==> src/hdl/crcgc_pkg.sv <==
// shared types and constants for the programmable crc generator and checker
`timescale 1ns / 1ps
`default_nettype none
package crcgc_pkg;

  localparam int TAPS_W  = 32;
  localparam int DEG_W   = 6;
  localparam int REM_W   = 32;
  localparam int CFG_IDX_W = 2;
  localparam int CFG_DATA_W = 32;
  // wide enough to hold any clamped degree up to 64
  localparam int EFF_W   = 7;

  typedef enum logic [CFG_IDX_W-1:0] {
    CFG_TAPS   = 2'd0,
    CFG_DEGREE = 2'd1,
    CFG_MODE   = 2'd2
  } cfg_index_t;

  typedef enum logic {
    MODE_ENCODE = 1'b0,
    MODE_CHECK  = 1'b1
  } crc_mode_t;

  // control broadcast to every cell of the remainder chain
  typedef struct packed {
    logic advance;
    logic feedback;
    logic clear;
  } cell_ctrl_t;

  // one result beat
  typedef struct packed {
    logic [REM_W-1:0] remainder;
    logic             error;
  } result_t;

endpackage
`default_nettype wire

==> src/hdl/crcgc_cell.sv <==
// one bit of the crc remainder chain
`timescale 1ns / 1ps
`default_nettype none
module crcgc_cell (
  input  wire logic                  clk,
  input  wire logic                  rst,
  input  wire crcgc_pkg::cell_ctrl_t ctrl,
  input  wire logic                  tap,
  input  wire logic                  enable,
  input  wire logic                  shift_in,
  output logic                       q
);
  import crcgc_pkg::*;

  logic q_next;

  // shifted bit, corrected by the generator tap when feedback fires
  assign q_next = (shift_in ^ (ctrl.feedback & tap)) & enable;

  always_ff @(posedge clk) begin
    if (rst) begin
      q <= 1'b0;
    end else if (ctrl.advance) begin
      if (ctrl.clear) begin
        q <= 1'b0;
      end else begin
        q <= q_next;
      end
    end
  end

endmodule
`default_nettype wire

==> src/hdl/crcgc_out_buf.sv <==
// two-deep result buffer: output register plus skid stage
`timescale 1ns / 1ps
`default_nettype none
module crcgc_out_buf (
  input  wire logic               clk,
  input  wire logic               rst,
  input  wire logic               push,
  input  wire crcgc_pkg::result_t push_data,
  output logic                    full,
  output logic                    out_valid,
  input  wire logic               out_stall,
  output crcgc_pkg::result_t      out_data
);
  import crcgc_pkg::*;

  logic    skid_valid;
  result_t skid_data;
  logic    out_pop;

  assign out_pop = out_valid && !out_stall;
  assign full    = skid_valid;

  always_ff @(posedge clk) begin
    if (rst) begin
      out_valid  <= 1'b0;
      skid_valid <= 1'b0;
    end else if (push) begin
      if (!out_valid || out_pop) begin
        out_valid <= 1'b1;
      end else begin
        skid_valid <= 1'b1;
      end
    end else if (out_pop) begin
      if (skid_valid) begin
        skid_valid <= 1'b0;
      end else begin
        out_valid <= 1'b0;
      end
    end
  end

  // payload, no reset
  always_ff @(posedge clk) begin
    if (push) begin
      if (!out_valid || out_pop) begin
        out_data <= push_data;
      end else begin
        skid_data <= push_data;
      end
    end else if (out_pop && skid_valid) begin
      out_data <= skid_data;
    end
  end

  a_skid_behind_out: assert property (@(posedge clk) disable iff (rst)
    skid_valid |-> out_valid)
    else $error("skid holds a beat while output register is empty");

  a_no_push_when_full: assert property (@(posedge clk) disable iff (rst)
    full |-> !push)
    else $error("beat pushed into a full result buffer");

  a_skid_drains: assert property (@(posedge clk) disable iff (rst)
    (skid_valid && out_pop && !push) |=> (out_valid && !skid_valid))
    else $error("skid beat not moved to output register");

endmodule
`default_nettype wire

==> src/hdl/crc_generate_and_check.sv <==
// top level of the programmable bit-serial crc generator and checker
`timescale 1ns / 1ps
`default_nettype none
// Bit-serial crc with a programmable generator. Each input beat carries one
// message or codeword bit, most significant first. The remainder lives in a
// chain of MAX_DEGREE one-bit cells, each shifting into its neighbour with
// the generator tap folded in, so a new bit is taken each time in_stall is
// low. The leading generator term is implied by degree (clamped to
// 1..MAX_DEGREE); tap bits at or above the degree are ignored.
// In encode mode (mode 0) the bit enters through the feedback path, which
// equals dividing the message followed by degree zeros; in check mode
// (mode 1) the codeword is divided directly and error flags a nonzero
// remainder. On the beat marked last one result beat leaves with the
// remainder in its low degree bits, and the chain is cleared. Results pass
// through a two-deep buffer (output register and skid stage), so input
// beats keep flowing while a result waits; in_stall rises only when both
// stages hold a result. Configuration is written through cfg_write,
// cfg_index and cfg_data, and should be changed only between messages.
module crc_generate_and_check #(
  parameter int MAX_DEGREE = 32
) (
  input  wire logic                             clk,
  input  wire logic                             rst,
  // configuration
  input  wire logic                             cfg_write,
  input  wire logic [crcgc_pkg::CFG_IDX_W-1:0]  cfg_index,
  input  wire logic [crcgc_pkg::CFG_DATA_W-1:0] cfg_data,
  // input beats
  input  wire logic                             in_valid,
  output logic                                  in_stall,
  input  wire logic                             data_bit,
  input  wire logic                             last,
  // result beats
  output logic                                  out_valid,
  input  wire logic                             out_stall,
  output logic [crcgc_pkg::REM_W-1:0]           remainder,
  output logic                                  error
);
  import crcgc_pkg::*;

  // configuration registers
  logic [TAPS_W-1:0] generator_taps;
  logic [DEG_W-1:0]  degree;
  crc_mode_t         mode;

  always_ff @(posedge clk) begin
    if (rst) begin
      generator_taps <= TAPS_W'(5);
      degree         <= DEG_W'(3);
      mode           <= MODE_ENCODE;
    end else if (cfg_write) begin
      unique case (cfg_index)
        CFG_TAPS:   generator_taps <= cfg_data[TAPS_W-1:0];
        CFG_DEGREE: degree         <= cfg_data[DEG_W-1:0];
        CFG_MODE:   mode           <= crc_mode_t'(cfg_data[0]);
        default:    ;
      endcase
    end
  end

  // effective degree, clamped to 1..MAX_DEGREE
  logic [EFF_W-1:0] eff_degree;
  always_comb begin
    eff_degree = EFF_W'(degree);
    if (eff_degree == '0) begin
      eff_degree = EFF_W'(1);
    end
    if (eff_degree > EFF_W'(MAX_DEGREE)) begin
      eff_degree = EFF_W'(MAX_DEGREE);
    end
  end

  // per-cell enable, tap and top select
  logic [MAX_DEGREE-1:0] cell_enable;
  logic [MAX_DEGREE-1:0] cell_tap;
  logic [MAX_DEGREE-1:0] top_sel;
  logic [MAX_DEGREE-1:0] state;
  logic [MAX_DEGREE-1:0] state_next;
  logic [MAX_DEGREE-1:0] shift_in;

  for (genvar i = 0; i < MAX_DEGREE; i++) begin : g_lane
    assign cell_enable[i] = EFF_W'(i) < eff_degree;
    assign top_sel[i]     = EFF_W'(i) == (eff_degree - EFF_W'(1));
    if (i < TAPS_W) begin : g_tap
      assign cell_tap[i] = generator_taps[i];
    end else begin : g_no_tap
      assign cell_tap[i] = 1'b0;
    end
  end

  // bit leaving the top of the active remainder
  logic top_bit;
  assign top_bit = |(state & top_sel);

  logic       in_accept;
  cell_ctrl_t ctrl;

  assign in_accept     = in_valid && !in_stall;
  assign ctrl.advance  = in_accept;
  assign ctrl.clear    = last;
  // encode folds the data bit into feedback, check shifts it in at the bottom
  assign ctrl.feedback = (mode == MODE_CHECK) ? top_bit : (top_bit ^ data_bit);

  assign shift_in[0] = (mode == MODE_CHECK) ? data_bit : 1'b0;
  if (MAX_DEGREE > 1) begin : g_chain
    assign shift_in[MAX_DEGREE-1:1] = state[MAX_DEGREE-2:0];
  end

  // next remainder as seen by the result path
  assign state_next = (shift_in ^ ({MAX_DEGREE{ctrl.feedback}} & cell_tap)) & cell_enable;

  for (genvar i = 0; i < MAX_DEGREE; i++) begin : g_cell
    crcgc_cell u_cell (
      .clk      (clk),
      .rst      (rst),
      .ctrl     (ctrl),
      .tap      (cell_tap[i]),
      .enable   (cell_enable[i]),
      .shift_in (shift_in[i]),
      .q        (state[i])
    );
  end

  // result beat
  result_t res;
  for (genvar j = 0; j < REM_W; j++) begin : g_res
    if (j < MAX_DEGREE) begin : g_bit
      assign res.remainder[j] = state_next[j];
    end else begin : g_zero
      assign res.remainder[j] = 1'b0;
    end
  end
  assign res.error = (mode == MODE_CHECK) && (|state_next);

  logic    buf_full;
  result_t out_data;

  crcgc_out_buf u_out_buf (
    .clk       (clk),
    .rst       (rst),
    .push      (in_accept && last),
    .push_data (res),
    .full      (buf_full),
    .out_valid (out_valid),
    .out_stall (out_stall),
    .out_data  (out_data)
  );

  assign in_stall  = buf_full;
  assign remainder = out_data.remainder;
  assign error     = out_data.error;

  a_clear_after_last: assert property (@(posedge clk) disable iff (rst)
    (in_accept && last) |=> (state == '0))
    else $error("remainder chain not cleared after last beat");

  a_result_follows_last: assert property (@(posedge clk) disable iff (rst)
    (in_accept && last) |=> out_valid)
    else $error("no result beat after last input beat");

  a_error_needs_remainder: assert property (@(posedge clk) disable iff (rst)
    (out_valid && error) |-> (remainder != '0))
    else $error("error flagged with zero remainder");

  a_hold_without_beat: assert property (@(posedge clk) disable iff (rst)
    (!in_accept && !$past(rst)) |=> $stable(state))
    else $error("remainder chain moved without an input beat");

endmodule
`default_nettype wire

==> config.mk <==
export PLATFORM = sky130hd
export DESIGN_NAME = crc_generate_and_check
export DESIGN_NICKNAME = d
export VERILOG_FILES = /design/src/hdl/crcgc_pkg.sv /design/src/hdl/crcgc_cell.sv /design/src/hdl/crcgc_out_buf.sv /design/src/hdl/crc_generate_and_check.sv
export SDC_FILE = /design/constraint.sdc
export NUM_CORES = 1
export LEC_CHECK = 0
export ABC_AREA = 1
export BUFFER_PORTS_ARGS = -buffer_cell sky130_fd_sc_hd__clkbuf_2
export CAP_MARGIN = 10
export CORE_ASPECT_RATIO = 0.75
export CORE_MARGIN = 3
export CORE_UTILIZATION = 50
export CTS_CLUSTER_DIAMETER = 150
export DETAILED_ROUTE_END_ITERATION = 16
export PLACE_DENSITY = 0.81
export SETUP_SLACK_MARGIN = 0.2
export SLEW_MARGIN = 10
export SYNTH_ARGS = -nofsm -noshare
export SYNTH_HDL_FRONTEND = slang
export SYNTH_SLANG_ARGS = --single-unit
==> constraint.sdc <==
create_clock -name clk -period 6.4 [get_ports clk]
set_input_delay 0.32 -clock clk [delete_from_list [all_inputs] [get_ports clk]]
set_output_delay 0.32 -clock clk [all_outputs]
set_load 0.05 [all_outputs]
==> results of run 1 <==
## area by class of cell
| type | count | area [um^2] | share of cell area |
|---|---|---|---|
| Sequential cell | 139 | 3443 | 0.4442 |
| Multi-Input combinational cell | 577 | 2650 | 0.3418 |
| Clock buffer | 20 | 456.7 | 0.05891 |
| Timing Repair Buffer | 82 | 427.9 | 0.05520 |
| Inverter | 107 | 404.1 | 0.05213 |
| Tap cell | 166 | 207.7 | 0.02679 |
| Clock inverter | 12 | 162.7 | 0.02098 |
## sequential cells by signal (all words and copies together), names as in the netlist
register,flops
cell_tap,32
degree,6
g_cell.u_cell.q,32
mode,1
u_out_buf.full,1
u_out_buf.out_data,33
u_out_buf.out_valid,1
u_out_buf.skid_data,33
## worst max-delay path: stages, from the launching register on
cell	delay, ns
dfxtp_1	0.43
nor2_1	0.61
inv_1	0.30
nand4_1	0.24
nor2_1	0.06
nor2_1	0.09
nand2_1	0.06
nor2_1	0.14
nand2_2	0.07
nand2_2	0.09
nand3_4	0.48
nand2_2	0.37
inv_2	0.11
nand2_1	0.07
nand2_1	0.04
nand2_1	0.10
nand2_1	0.07
nor2_1	0.13
nand2_1	0.07
nor2_1	0.14
nand2_1	0.07
nand3_1	0.07
nand2_1	0.05
## cell families after synthesis
logic type,share of synthesized area
flops,0.5163
simple gates,0.2844
compound gates,0.1101
buf+inv,0.08912
## synth_stat cells (all sizes together)
cell type	instances	area, um^2
a21oi	59	295.3
buf	13	85.08
clkbuf	28	105.1
dfxtp	73	1461
edfxtp	66	1982
inv	107	404.1
nand2	203	794.5
nand3	59	317.8
nand3b	3	22.52
nand4	44	275.3
nor2	119	464.2
nor3	2	10.01
o211ai	2	15.01
o21ai	82	410.4
o21bai	1	7.510
o22ai	1	6.260
or2	2	12.52
## layout by cell type (no fill, tap or decap), types with 5 or more instances in the layout
master	Yosys	layout
buf_4	3	7
inv_1	101	101
clkbuf_2	0	75
edfxtp_1	66	66
nand3_1	56	55
nand4_1	44	44
inv_2	5	5
nand2_2	7	7
dfxtp_1	73	73
o21ai_0	80	79
clkbuf_16	0	17
a21oi_1	59	59
nand2_1	194	194
nor2_1	116	114
## per-stage QoR
step                power (mW)  hold WS (ns)
global route             2.288        0.1297
global placement         1.198        0.4518
CTS                      2.218        0.1180
detailed placement       1.200        0.4572
finish                   2.220        0.1161
floorplan                1.136        0.4388
## per-layer routing
metal | up-vias | global-route usage | part of all wire
met5 | - | 0 | 0
met4 | 0 | 0.06355 | 0.014
met3 | 20 | 0.05306 | 0.093
met2 | 343 | 0.4286 | 0.44
met1 | 2762 | 0.3874 | 0.45
li1 | 2974 | - | -
## power breakdown
group | leakage (nW) | switching [mW] | internal, mW
clock network | 0.291 | 0.394 | 0.639
logic | 1.96 | 0.163 | 0.0522
registers | 1.21 | 0.0168 | 0.955
total | 3.46 | 0.574 | 1.65
## worst min path at each step
stage / end / cells past startpoint
2_1_floorplan: cell_tap[27] / 2
3_3_place_gp: cell_tap[27] / 2
3_5_place_dp: cell_tap[27] / 2
4_1_cts: cell_tap[19] / 3
5_1_grt: cell_tap[11] / 3
6_report: cell_tap[29] / 3
==> reports/results.txt, run 1 <==
HPWL after DPL = 14.11 mm
Vias/cell = 5.529
WL final = 19.61 mm
minimum clock period = 4.114 ns
Mapped Cells = 864
post-CTS sizing = 0
area delta synth->final = 16.25%
DRT antenna net count = 0
nets = 965
CP required = 6.57 ns
Setup violations, final = 0
DRT Pass-1 Iters = 8
starting density of the core = 0.5269
post-synth cell types = 29
worst skew pair latency = 0.42 ns
period utilization = 0.6428
CP Launch Point = degree[5]
largest net degree at the start of global routing = 69
initial antenna violation count = 0
Fin Clk Skew = 0.01425 ns
Die W = 139.4 um
r2r endpoint = u_out_buf.out_data[0]
post-route cell area = 7752 um^2
crit path setup slack, layout = 2.286 ns
Final Wtd Congestion = 0.9833
Pleak = 3.462 nW
CTS tree = done
Synth Warn # = 0
Clock H-tree levels = 4
Critical Path AT = 4.29 ns
flop-to-flop setup slack = 2.29 ns
CTS root buf = clkbuf_16
Slew @ Worst Pin = 1.211 ns
CP endpoint kind = flop
r2r startpoint = degree[5]
Hold Buf Count CTS = 0
Finished Layout Cells = 1103
first-pass GRT wire length = 31.32 mm
Worst-path clk slew = 0.06 ns
vias in the first global route = 5747
Area after DPL = 7133 um^2
Die Y = 106.0 um
Slew headroom = 0.1907
Clock Path Buffers = 2
worst-path fanout max = 54
setup TNS = 0 ns
Rows = 35
final hold violations = 0
Max Cap Violations = 0
synthesized flop and latch total = 139
Filler Cell Count = 1120
post-CTS setup buffers = 0
Post-Syn Nets = 905
outcome = finished, final reports clean
FF-to-FF path depth = 22
DR WL/cell = 17.78 um
DRC viols = 0
1st-iter DRT viols = 822
Post-Syn Area = 6669 um^2
Hold Path Origin = cfg_data[29]
Tot GR Track Use = 0.2713
Inserted Clock Buffers = 17
# diodes = 0
sequential area share after synthesis = 0.5163
placed cells = 1071
VDD IR max = 0.0001903 V
Power Dens Cells = 286.4 nW/um^2
dpl ws = 2.475 ns
die area = 14770 um^2
Worst setup endpoint = u_out_buf.out_data[0]
Worst Setup Start Kind = flop
Hold Path Class = primary input to flop
gr ovfl total = 0
Core Area = 12660 um^2
share of layout cells above drive strength 1 = 0.1494
via count = 6099
clock sinks = 139
CP Class = flop to flop
num ports = 76
port buffer count = 75
Max Fclk = 243.1 MHz
Final Max Tran Viols = 0
mean area per synthesized cell = 7.719 um^2
RSZ-0062 raised after global routing = no
final core area utilization = 0.6126
No activity file was read; power rests on OpenSTA's default activity.
==> run 2, diff against run 1 <==
clock period = 4.2 ns   (was 6.4 ns; I/O delays follow)
==> run 2 against run 1 <==
  * Global-route usage increased by 0.063 points
  * Total power grew 53%
  * First-iteration DRC count decreased by 3.5%
  * Clock power is 52% higher
  * Die area unchanged
  * Clock skew down 0.0032 ns
  * Wire length up 0.97%
  * Sequential cell count unchanged
  * Fmax rose by 15%
  * Critical endpoint unchanged
  * Largest cell class unchanged
  * Highest routed layer unchanged
==> reports/results.txt, run 2 (synthesis results as in run 1) <==
Worst Setup Start Kind = flop (unchanged)
Die Y = 106.0 um (unchanged)
FF-to-FF path depth = 21 (was 22)
post-route cell area = 7806 um^2 (was 7752 um^2)
vias in the first global route = 5668 (was 5747)
commonest non-fill, non-tap cells in the layout = nand2_1 (194), nor2_1 (113), inv_1 (101) (was nand2_1 (194), nor2_1 (114), inv_1 (101))
starting density of the core = 0.5269 (unchanged)
Clock Path Buffers = 2 (unchanged)
1st-iter DRT viols = 793 (was 822)
met1 Usage GRT = 0.3949 (was 0.3874)
Area after DPL = 7183 um^2 (was 7133 um^2)
Vias/cell = 5.630 (was 5.529)
Slew @ Worst Pin = 0.7976 ns (was 1.211 ns)
commonest non-fill, non-tap cell in the layout = nand2_1 (unchanged)
Inserted Clock Buffers = 17 (unchanged)
Power Dens Cells = 434.8 nW/um^2 (was 286.4 nW/um^2)
CP endpoint kind = flop (unchanged)
Comb power frac = 0.100 (was 0.097)
initial antenna violation count = 0 (unchanged)
area delta synth->final = 17.05% (was 16.25%)
CP Class = flop to flop (unchanged)
WL final = 19.80 mm (was 19.61 mm)
Largest regs = u_out_buf.out_data (33), u_out_buf.skid_data (33) (unchanged)
CP required = 4.38 ns (was 6.57 ns)
Core Area = 12660 um^2 (unchanged)
Rows = 35 (unchanged)
DR WL/cell = 17.87 um (was 17.78 um)
worst-path fanout max = 24 (was 54)
Max Fclk = 279.1 MHz (was 243.1 MHz)
period utilization = 0.8530 (was 0.6428)
minimum clock period = 3.582 ns (was 4.114 ns)
Hold Path Cell Cnt = 3 (unchanged)
clock sinks = 139 (unchanged)
Top Usage Layer GRT = met2 (unchanged)
switching portion of total power = 0.2666 (was 0.2586)
clock power share = 0.464 (was 0.465)
met3 usage = 0.06295 (was 0.05306)
DRC viols = 0 (unchanged)
Slew headroom = 0.4682 (was 0.1907)
first-pass GRT wire length = 31.11 mm (was 31.32 mm)
gr ovfl total = 0 (unchanged)
setup TNS = 0 ns (unchanged)
Max Cap Violations = 0 (unchanged)
Worst-path clk slew = 0.06 ns (about the same)
GR met2 Demand/Resource = 0.4017 (was 0.4286)
CTS root buf = clkbuf_16 (unchanged)
Pleak = 3.488 nW (was 3.462 nW)
Die W = 139.4 um (unchanged)
RSZ-0062 raised after global routing = no (unchanged)
die area = 14770 um^2 (unchanged)
nets = 970 (was 965)
HPWL after DPL = 14.48 mm (was 14.11 mm)
num ports = 76 (unchanged)
worst skew pair latency = 0.42 ns (about the same)
final hold slack = 0.01053 ns (was 0.1161 ns)
final hold violations = 0 (unchanged)
largest net degree at the start of global routing = 66 (was 69)
DRT antenna net count = 0 (unchanged)
Hold Path Class = primary input to flop (unchanged)
Clock H-tree levels = 4 (unchanged)
share of layout cells above drive strength 1 = 0.1550 (was 0.1494)
Setup violations, final = 0 (unchanged)
Finished Layout Cells = 1108 (was 1103)
Final Max Tran Viols = 0 (unchanged)
port buffer count = 75 (unchanged)
sequential power share = 0.437 (was 0.438)
DRT Pass-1 Iters = 6 (was 8)
placed cells = 1076 (was 1071)
Fin Clk Skew = 0.01110 ns (was 0.01425 ns)
post-CTS setup buffers = 0 (unchanged)
# diodes = 0 (unchanged)
Critical Path AT = 3.76 ns (was 4.29 ns)
Int Pwr = 2.489 mW (was 1.646 mW)
CTS tree = done (unchanged)
outcome = finished, final reports clean (unchanged)
Final Wtd Congestion = 1.031 (was 0.9833)
sw power = 0.9049 mW (was 0.5741 mW)
VDD IR max = 0.0002961 V (was 0.0001903 V)
Tot GR Track Use = 0.2719 (was 0.2713)
via count = 6238 (was 6099)
## run 2: critical path, stage by stage, from the launching register on
cell and delay [ns]:
dfxtp_1 0.44, nor2_2 0.41, inv_1 0.22, nand2_1 0.15, inv_1 0.06, o21ai_1 0.28
inv_1 0.09, nand2_2 0.12, nand3_4 0.22, buf_12 0.24, nand2_2 0.14, inv_2 0.08
nand2_1 0.06, nand2_1 0.04, nand2_1 0.17, nand2_1 0.11, nor2_1 0.11, nand2_1 0.06
nor2_1 0.14, nand2_1 0.07, nand3_1 0.07, nand2_1 0.05
## run 2: per-stage QoR
| stage | power, mW | setup WS [ns] | util |
|---|---|---|---|
| final | 3.394 | 0.6176 | 0.6168 |
| after global routing | 3.492 | 0.2767 | 0.6168 |
| after CTS | 3.392 | 0.3999 | 0.6159 |
| after detailed placement | 1.839 | 0.4079 | 0.5676 |
| after global placement | 1.836 | 0.4933 | 0.5676 |
| after floorplan | 1.732 | 0.5622 | - |
## run 2: layout make-up
| type | instances | area, um^2 |
|---|---|---|
| Clock buffer | 17 | 425.4 |
| Clock inverter | 15 | 186.4 |
| Fill cell | 1112 | 4850 |
| Inverter | 107 | 404.1 |
| Multi-Input combinational cell | 577 | 2661 |
| Sequential cell | 139 | 3443 |
| Tap cell | 166 | 207.7 |
| Timing Repair Buffer | 87 | 478.0 |
## run 2: final timing paths
path | from | to | slack (ns)
min reg2reg | cell_tap[13] | cell_tap[13] | 0.47
max reg2reg | degree[5] | u_out_buf.out_data[0] | 0.62
max | degree[5] | u_out_buf.out_data[0] | 0.62
min | cfg_data[20] | cell_tap[20] | 0.01
## run 2: power by group through the flow
stage	registers [mW]	logic, mW	clock network [mW]
after floorplan	1.55	0.180	0
after global placement	1.51	0.327	0
after detailed placement	1.51	0.329	0
after CTS	1.48	0.331	1.58
after global routing	1.49	0.369	1.64
final	1.48	0.338	1.57
## run 2: what timing repair did
action / 4_1_cts / 5_1_grt
endpoints found under the setup margin: 0 / 3
hold buffers: 0 / 0
gates resized for setup: 0 / 2
endpoints found under the hold margin: 0 / 0
## run 2: metal layers
| metal | routed length, um | up-vias | share of wire |
|---|---|---|---|
| li1 | - | 2981 | - |
| met1 | 8778 | 2865 | 0.44 |
| met2 | 8432 | 348 | 0.43 |
| met3 | 2079 | 44 | 0.11 |
| met4 | 509 | 0 | 0.026 |
| met5 | 0 | - | 0 |
